--- src/hw/rtl/rmr_pkg.sv ---
// ----------------------------------------------------------------------------
// rmr_pkg: shared types and constants
// Word layouts, sequencer states and control/status bundles for the
// rational multiply and reduce unit.
// ----------------------------------------------------------------------------
package rmr_pkg;

  localparam int OPERAND_W = 16;
  localparam int PROD_W    = 2 * OPERAND_W;
  localparam int ALU_W     = PROD_W + 1;
  localparam int CNT_W     = $clog2(PROD_W);
  localparam int RES_W     = 32;

  typedef struct packed {
    logic signed [OPERAND_W-1:0] num_a;
    logic signed [OPERAND_W-1:0] den_a;
    logic signed [OPERAND_W-1:0] num_b;
    logic signed [OPERAND_W-1:0] den_b;
  } rmr_in_t;

  typedef struct packed {
    logic signed [RES_W-1:0] num_out;
    logic signed [RES_W-1:0] den_out;
  } rmr_out_t;

  typedef enum logic [2:0] {
    S_IDLE,
    S_MUL_D,
    S_ABS,
    S_GCD,
    S_DIV_N,
    S_DIV_D,
    S_DONE
  } rmr_state_e;

  typedef struct packed {
    logic load;
    logic mul_d;
    logic abs_ld;
    logic gcd;
    logic div;
    logic div_d;
    logic done;
  } rmr_ctrl_t;

  typedef struct packed {
    logic gcd_done;
    logic g_zero;
    logic div_last;
  } rmr_stat_t;

endpackage

--- src/hw/rtl/rmr_alu.sv ---
// ----------------------------------------------------------------------------
// rmr_alu: shared subtract and compare unit
// Unsigned subtraction with borrow, used by the gcd steps and by the
// restoring divider.
// ----------------------------------------------------------------------------
module rmr_alu
  import rmr_pkg::*;
(
  input  logic [ALU_W-1:0] x_i,
  input  logic [ALU_W-1:0] y_i,
  output logic [ALU_W-1:0] diff_o,
  output logic             borrow_o
);

  assign {borrow_o, diff_o} = {1'b0, x_i} - {1'b0, y_i};

endmodule

--- src/hw/rtl/rmr_ctrl.sv ---
// ----------------------------------------------------------------------------
// rmr_ctrl: sequencer
// Steps one word through multiply, magnitude, gcd and the two divisions.
// ----------------------------------------------------------------------------
module rmr_ctrl
  import rmr_pkg::*;
(
  input  logic      clk_i,
  input  logic      rst_ni,
  input  logic      start,
  input  rmr_stat_t stat_i,
  output rmr_ctrl_t ctrl_o,
  output logic      busy
);

  rmr_state_e state_q, state_d;

  always_ff @(posedge clk_i or negedge rst_ni) begin
    if (!rst_ni) begin
      state_q <= S_IDLE;
    end else begin
      state_q <= state_d;
    end
  end

  always_comb begin
    state_d = state_q;
    case (state_q)
      S_IDLE: begin
        if (start) state_d = S_MUL_D;
      end
      S_MUL_D: state_d = S_ABS;
      S_ABS:   state_d = S_GCD;
      S_GCD: begin
        if (stat_i.gcd_done) state_d = stat_i.g_zero ? S_DONE : S_DIV_N;
      end
      S_DIV_N: begin
        if (stat_i.div_last) state_d = S_DIV_D;
      end
      S_DIV_D: begin
        if (stat_i.div_last) state_d = S_DONE;
      end
      S_DONE:  state_d = S_IDLE;
      default: state_d = S_IDLE;
    endcase
  end

  always_comb begin
    ctrl_o = '0;
    busy   = 1'b1;
    case (state_q)
      S_IDLE: begin
        busy        = 1'b0;
        ctrl_o.load = start;
      end
      S_MUL_D: ctrl_o.mul_d  = 1'b1;
      S_ABS:   ctrl_o.abs_ld = 1'b1;
      S_GCD:   ctrl_o.gcd    = 1'b1;
      S_DIV_N: ctrl_o.div    = 1'b1;
      S_DIV_D: begin
        ctrl_o.div   = 1'b1;
        ctrl_o.div_d = 1'b1;
      end
      S_DONE:  ctrl_o.done = 1'b1;
      default: busy = 1'b0;
    endcase
  end

endmodule

--- src/hw/rtl/rmr_dpath.sv ---
// ----------------------------------------------------------------------------
// rmr_dpath: datapath
// Shared multiplier, binary gcd and restoring divider registers around one
// subtract unit; forms the signed reduced fraction.
// ----------------------------------------------------------------------------
module rmr_dpath
  import rmr_pkg::*;
(
  input  logic      clk_i,
  input  rmr_in_t   in_i,
  input  rmr_ctrl_t ctrl_i,
  output rmr_stat_t stat_o,
  output rmr_out_t  res_o
);

  logic signed [OPERAND_W-1:0] den_a_q, den_b_q;
  logic signed [OPERAND_W-1:0] mul_x, mul_y;
  logic signed [PROD_W-1:0]    prod;
  logic signed [PROD_W-1:0]    p_q, q_q;
  logic                        neg_p_q, neg_q_q;
  logic [PROD_W-1:0]           a_q, b_q, np_q, nq_q, g_q, rem_q;
  logic [CNT_W-1:0]            cnt_q;
  logic [ALU_W-1:0]            alu_x, alu_y, alu_diff;
  logic                        alu_borrow;
  logic                        a_zero, b_zero;
  logic [PROD_W-1:0]           cur;
  logic                        qbit;
  logic signed [PROD_W-1:0]    num_v, den_v;

  assign mul_x = ctrl_i.mul_d ? den_a_q : in_i.num_a;
  assign mul_y = ctrl_i.mul_d ? den_b_q : in_i.num_b;
  assign prod  = PROD_W'(mul_x) * PROD_W'(mul_y);

  assign a_zero = (a_q == '0);
  assign b_zero = (b_q == '0);
  assign cur    = ctrl_i.div_d ? nq_q : np_q;

  always_comb begin
    if (ctrl_i.div) begin
      alu_x = {rem_q, cur[PROD_W-1]};
      alu_y = {1'b0, g_q};
    end else begin
      alu_x = {1'b0, a_q};
      alu_y = {1'b0, b_q};
    end
  end

  rmr_alu u_alu (
    .x_i      (alu_x),
    .y_i      (alu_y),
    .diff_o   (alu_diff),
    .borrow_o (alu_borrow)
  );

  assign qbit = ~alu_borrow;

  assign stat_o.gcd_done = a_zero | b_zero;
  assign stat_o.g_zero   = a_zero & b_zero;
  assign stat_o.div_last = (cnt_q == CNT_W'(PROD_W - 1));

  always_ff @(posedge clk_i) begin
    if (ctrl_i.load) begin
      den_a_q <= in_i.den_a;
      den_b_q <= in_i.den_b;
      p_q     <= prod;
    end
    if (ctrl_i.mul_d) begin
      q_q <= prod;
    end
    if (ctrl_i.abs_ld) begin
      neg_p_q <= p_q[PROD_W-1];
      neg_q_q <= q_q[PROD_W-1];
      a_q     <= p_q[PROD_W-1] ? -p_q : p_q;
      np_q    <= p_q[PROD_W-1] ? -p_q : p_q;
      b_q     <= q_q[PROD_W-1] ? -q_q : q_q;
      nq_q    <= q_q[PROD_W-1] ? -q_q : q_q;
      rem_q   <= '0;
      cnt_q   <= '0;
    end
    if (ctrl_i.gcd) begin
      if (a_zero) begin
        g_q <= b_q;
      end else if (b_zero) begin
        g_q <= a_q;
      end else if (!a_q[0] && !b_q[0]) begin
        a_q  <= a_q >> 1;
        b_q  <= b_q >> 1;
        np_q <= np_q >> 1;
        nq_q <= nq_q >> 1;
      end else if (!a_q[0]) begin
        a_q <= a_q >> 1;
      end else if (!b_q[0]) begin
        b_q <= b_q >> 1;
      end else if (alu_borrow) begin
        a_q <= b_q;
        b_q <= a_q;
      end else begin
        a_q <= alu_diff[PROD_W-1:0];
      end
    end
    if (ctrl_i.div) begin
      if (stat_o.div_last) begin
        rem_q <= '0;
        cnt_q <= '0;
      end else begin
        rem_q <= qbit ? alu_diff[PROD_W-1:0] : alu_x[PROD_W-1:0];
        cnt_q <= cnt_q + CNT_W'(1);
      end
      if (ctrl_i.div_d) begin
        nq_q <= {nq_q[PROD_W-2:0], qbit};
      end else begin
        np_q <= {np_q[PROD_W-2:0], qbit};
      end
    end
  end

  assign num_v = neg_p_q ? -$signed(np_q) : $signed(np_q);
  assign den_v = neg_q_q ? -$signed(nq_q) : $signed(nq_q);

  assign res_o.num_out = RES_W'(num_v);
  assign res_o.den_out = RES_W'(den_v);

`ifndef SYNTH
  a_div_nonzero: assert property (@(posedge clk_i) ctrl_i.div |-> g_q != '0)
    else $error("division started with a zero divisor");
  a_rem_below: assert property (@(posedge clk_i) ctrl_i.div |-> rem_q < g_q)
    else $error("division remainder reached the divisor");
  a_div_one_hot: assert property (@(posedge clk_i)
    $onehot0({ctrl_i.load, ctrl_i.mul_d, ctrl_i.abs_ld, ctrl_i.gcd, ctrl_i.div, ctrl_i.done}))
    else $error("datapath received overlapping steps");
`endif

endmodule

--- src/hw/rtl/rational_multiply_reduce_unit.sv ---
// ----------------------------------------------------------------------------
// rational_multiply_reduce_unit: fraction multiply with gcd reduction
// Multiplies two signed fractions and divides both products by their
// non-negative greatest common divisor; a 0/0 product passes unreduced.
//
// Usage:
//   Input word: drive in_i and raise start; the word is taken at a rising
//   edge with start high and busy low. busy stays high until the result
//   is formed.
//   Result word: res_o is valid for exactly one cycle while res_valid_o is
//   high; the receiver takes it at the end of that cycle and cannot stall.
//   Sequence: after the accepting edge the unit forms the denominator
//   product, then the magnitudes, then the gcd steps (a shift, swap or
//   subtract each, plus a final step that sees the end), then the restoring
//   division of the numerator and then the denominator by the gcd, and
//   registers the result, which raises the strobe. A zero product runs the
//   same steps; the 0/0 case skips the divisions.
//   One word is in flight at a time; start may rise again in the cycle the
//   result is shown.
//   Reset: rst_ni low returns the sequencer to idle and drops res_valid_o;
//   any word in progress is lost.
// ----------------------------------------------------------------------------
module rational_multiply_reduce_unit
  import rmr_pkg::*;
(
  input  logic     clk_i,
  input  logic     rst_ni,
  input  logic     start,
  input  rmr_in_t  in_i,
  output logic     busy,
  output logic     res_valid_o,
  output rmr_out_t res_o
);

  rmr_ctrl_t ctrl;
  rmr_stat_t stat;
  rmr_out_t  res_d, res_q;
  logic      res_valid_q;

  rmr_ctrl u_ctrl (
    .clk_i  (clk_i),
    .rst_ni (rst_ni),
    .start  (start),
    .stat_i (stat),
    .ctrl_o (ctrl),
    .busy   (busy)
  );

  rmr_dpath u_dpath (
    .clk_i  (clk_i),
    .in_i   (in_i),
    .ctrl_i (ctrl),
    .stat_o (stat),
    .res_o  (res_d)
  );

  always_ff @(posedge clk_i or negedge rst_ni) begin
    if (!rst_ni) begin
      res_valid_q <= 1'b0;
    end else begin
      res_valid_q <= ctrl.done;
    end
  end

  always_ff @(posedge clk_i) begin
    if (ctrl.done) begin
      res_q <= res_d;
    end
  end

  assign res_valid_o = res_valid_q;
  assign res_o       = res_q;

`ifndef SYNTH
  a_strobe_single: assert property (@(posedge clk_i) disable iff (!rst_ni)
    res_valid_o |=> !res_valid_o)
    else $error("result strobe held longer than one cycle");
  a_accept_busy: assert property (@(posedge clk_i) disable iff (!rst_ni)
    (start && !busy) |=> busy)
    else $error("accepted word did not raise busy");
  a_result_idle: assert property (@(posedge clk_i) disable iff (!rst_ni)
    res_valid_o |-> !busy)
    else $error("result shown while sequencer still busy");
`endif

endmodule
--- config.mk ---
export PLATFORM = sky130hd
export DESIGN_NAME = rational_multiply_reduce_unit
export DESIGN_NICKNAME = d
export VERILOG_FILES = /design/src/hw/rtl/rmr_pkg.sv /design/src/hw/rtl/rmr_alu.sv /design/src/hw/rtl/rmr_ctrl.sv /design/src/hw/rtl/rmr_dpath.sv /design/src/hw/rtl/rational_multiply_reduce_unit.sv
export SDC_FILE = /design/constraint.sdc
export NUM_CORES = 2
export LEC_CHECK = 0
export BUFFER_PORTS_ARGS = -buffer_cell sky130_fd_sc_hd__buf_2
export CAP_MARGIN = 25
export CORE_MARGIN = 2
export CORE_UTILIZATION = 35
export CTS_BUF_LIST = sky130_fd_sc_hd__clkbuf_16
export DETAILED_ROUTE_END_ITERATION = 12
export GPL_ROUTABILITY_DRIVEN = 0
export GPL_TIMING_DRIVEN = 0
export RECOVER_POWER = 50
export REMOVE_ABC_BUFFERS = 1
export SLEW_MARGIN = 20
export SYNTH_ARGS = -nofsm -noshare
export SYNTH_HDL_FRONTEND = slang
export SYNTH_HIERARCHICAL = 1
export SYNTH_SLANG_ARGS = --single-unit
--- constraint.sdc ---
create_clock -name clk_i -period 14.15 [get_ports clk_i]
set_input_delay 0 -clock clk_i [delete_from_list [all_inputs] [get_ports clk_i]]
set_output_delay 0 -clock clk_i [all_outputs]
set_load 0.005 [all_outputs]
==> results.txt <==
final setup margin: 3670 ps
Critical Path End Type: flop
post-route ant nets: 0
Residual DRC: 0
Min Hold Slack: 95.36 ps
# IOs: 133
violated checks: max-capacitance violations, max-slew violations
placed cell areas: 0.03291 mm²
Sw Ratio: 47.88%
Final Net Count: 3,814
Routed WL per cell: 19.83 µm
Iter 0 DRT Violations: 2,160
vias in the first global route: 24,400
Setup CP Type: reg -> reg
CP max-delay cell: fa_1
class of the worst hold path: in -> reg
Clock Power Share: 11.1%
PortBufs: 132
Ys Warns: 6
Initial DRT Pass Iterations: 6
Critical Path RT: 14,470 ps
Area growth, synth to finish: 13.49%
Pleak: 14.13 nW
Slew HR: -29.79%
largest net degree at the start of global routing: 63
RSZ-0062 raised after global routing: false
Synth Area per Inst: 9.377 µm²
Starting Density: 35.19%
PwrDens: 290.9 mW/mm²
Max Freq: 95.42 MHz
Mapped Cells: 3,246
Cell Int Power: 5.238 mW
Critical Path Start Type: flop
crit-path max cell delay: 890 ps
critical path arrival: 10,800 ps
initial antenna violation count: 4
gr usage total: 20.10%
register share of total power: 21.7%
n_diodes: 0
CTS tree: done
Setup WS pre-CTS: 4519 ps
worst vdd ir: 0.4280 mV
Gate power share: 67.3%
Clk Latency, worst-skew pair: 600 ps
Die W: 298.9 µm
Mapped Area: 0.03044 mm²
core box area: 0.08648 mm²
fin crit share: 74.06%
area of the die: 0.08934 mm²
Clock Sinks: 363
post-CTS sizing: 0
GRT overflow: 0
Max-Cap Viols: 1
Via Count: 24,810
Max Slew Vio Count: 37
Post-Route Skew: 27.84 ps
CTS buffer count: 45
fin crit period: 10,480 ps
share of cells above drive strength 1: 10.86%
sw power: 4.812 mW
WL final: 90.28 mm
Worst path most repeated cell: fa_1
vias per inst: 5.450
final instance area: 0.03454 mm²
crit-path max FO: 12
root buffer cell: clkbuf_16
outcome: finished, violations left
row count: 108
Setup violations, final: 0
Power Total: 10.05 mW
CTS max path bufs: 3
Setup Total Neg Slack: 0 ps
die height: 298.9 µm
first-pass GRT wire length: 141.8 mm
clk slew on worst S/H paths: 60 ps
count of final hold-check violations: 0
worst slew pin tran: 1947 ps
hpwl dp: 70.03 mm
H-tree level count: 2
-- timing repair --
action,in CTS,in global routing
hold buffers,36,0
setup buffers,0,0
hold endpoints to repair,39,0
-- per-layer routing --
metal	routed length (µm)	GRT usage, %
met2	41360	32.54
met1	39720	27.54
met3	5745	2.566
met5	11	0
met4	3441	7.429
-- worst max-delay path: cells and delay by family, from the launching register on --
| family | cells | cell delay, ps |
|---|---|---|
| buffers and inverters | 8 | 2530 |
| AND/OR/NAND/NOR | 4 | 970 |
| multiplexers | 1 | 790 |
| flip-flops | 1 | 550 |
| AO/OA/AOI/OAI | 5 | 1450 |
| adder cells (fa/ha/maj) | 7 | 3890 |
-- through the flow --
stage / util [%] / cells
2_1_floorplan: - / 3073
3_3_place_gp: 36.85 / 4360
3_5_place_dp: 38.05 / 4428
4_1_cts: 40.10 / 4546
5_1_grt: 39.94 / 4553
6_report: 39.94 / 4553
-- registers in the layout (all words and copies together) (netlist names) --
signal / count
res_o: 64
u_dpath/a_q: 32
u_dpath/b_q: 32
u_dpath/g_q: 32
u_dpath/np_q: 32
u_dpath/nq_q: 32
u_dpath/p_q: 32
u_dpath/q_q: 32
u_dpath/rem_q: 32
u_dpath/den_a_q: 16
u_dpath/den_b_q: 16
u_dpath/cnt_q: 5
u_ctrl/state_q: 3
res_valid_o: 1
u_dpath/neg_p_q: 1
u_dpath/neg_q_q: 1
-- cells in the final DEF, fill, tap and decap left out, types with 92 or more instances in the layout --
cell type and count:
mux2_2 92, buf_2 96, fa_1 263, nor2_1 308, xnor2_1 129, inv_1 367
dfxtp_1 127, edfxtp_1 231, a21oi_1 212, nand2_1 328, ha_1 121
-- final cells by class --
class | count | area [µm²]
Fill cell | 8621 | 51940
Multi-Input combinational cell | 2350 | 18910
Sequential cell | 363 | 9600
Timing Repair Buffer | 243 | 1821
Tap cell | 1155 | 1445
Inverter | 360 | 1351
Clock buffer | 46 | 1151
Clock inverter | 36 | 259.0
-- worst paths after layout --
check,from,end,cells after the start,slack (ps)
min in group asynchronous,rst_ni,u_ctrl/state_q[0]$_DFFE_PN0P_,3,310
max in group asynchronous,rst_ni,res_valid_o$_DFF_PN0_,3,13650
worst max-delay path,u_ctrl/state_q[0]$_DFFE_PN0P_,u_dpath/q_q[31]$_DFFE_PP_,25,3670
worst min register to register,u_dpath/np_q[10]$_DFF_P_,u_dpath/np_q[9]$_DFF_P_,2,530
worst min-delay path,in_i[48],u_dpath/q_q[0]$_DFFE_PP_,3,100
worst max register to register,u_ctrl/state_q[0]$_DFFE_PN0P_,u_dpath/q_q[31]$_DFFE_PP_,25,3670
-- power groups by stage --
stage               combinational [mW]  sequential, mW  clock (mW)
floorplan                         5.01            2.05           0
global placement                  6.52            2.19           0
detailed placement                6.65            2.19           0
CTS                               6.69            2.16        1.14
global route                      7.58            2.20        1.18
finish                            6.76            2.18        1.11
Power figures use the tool's default switching activity.
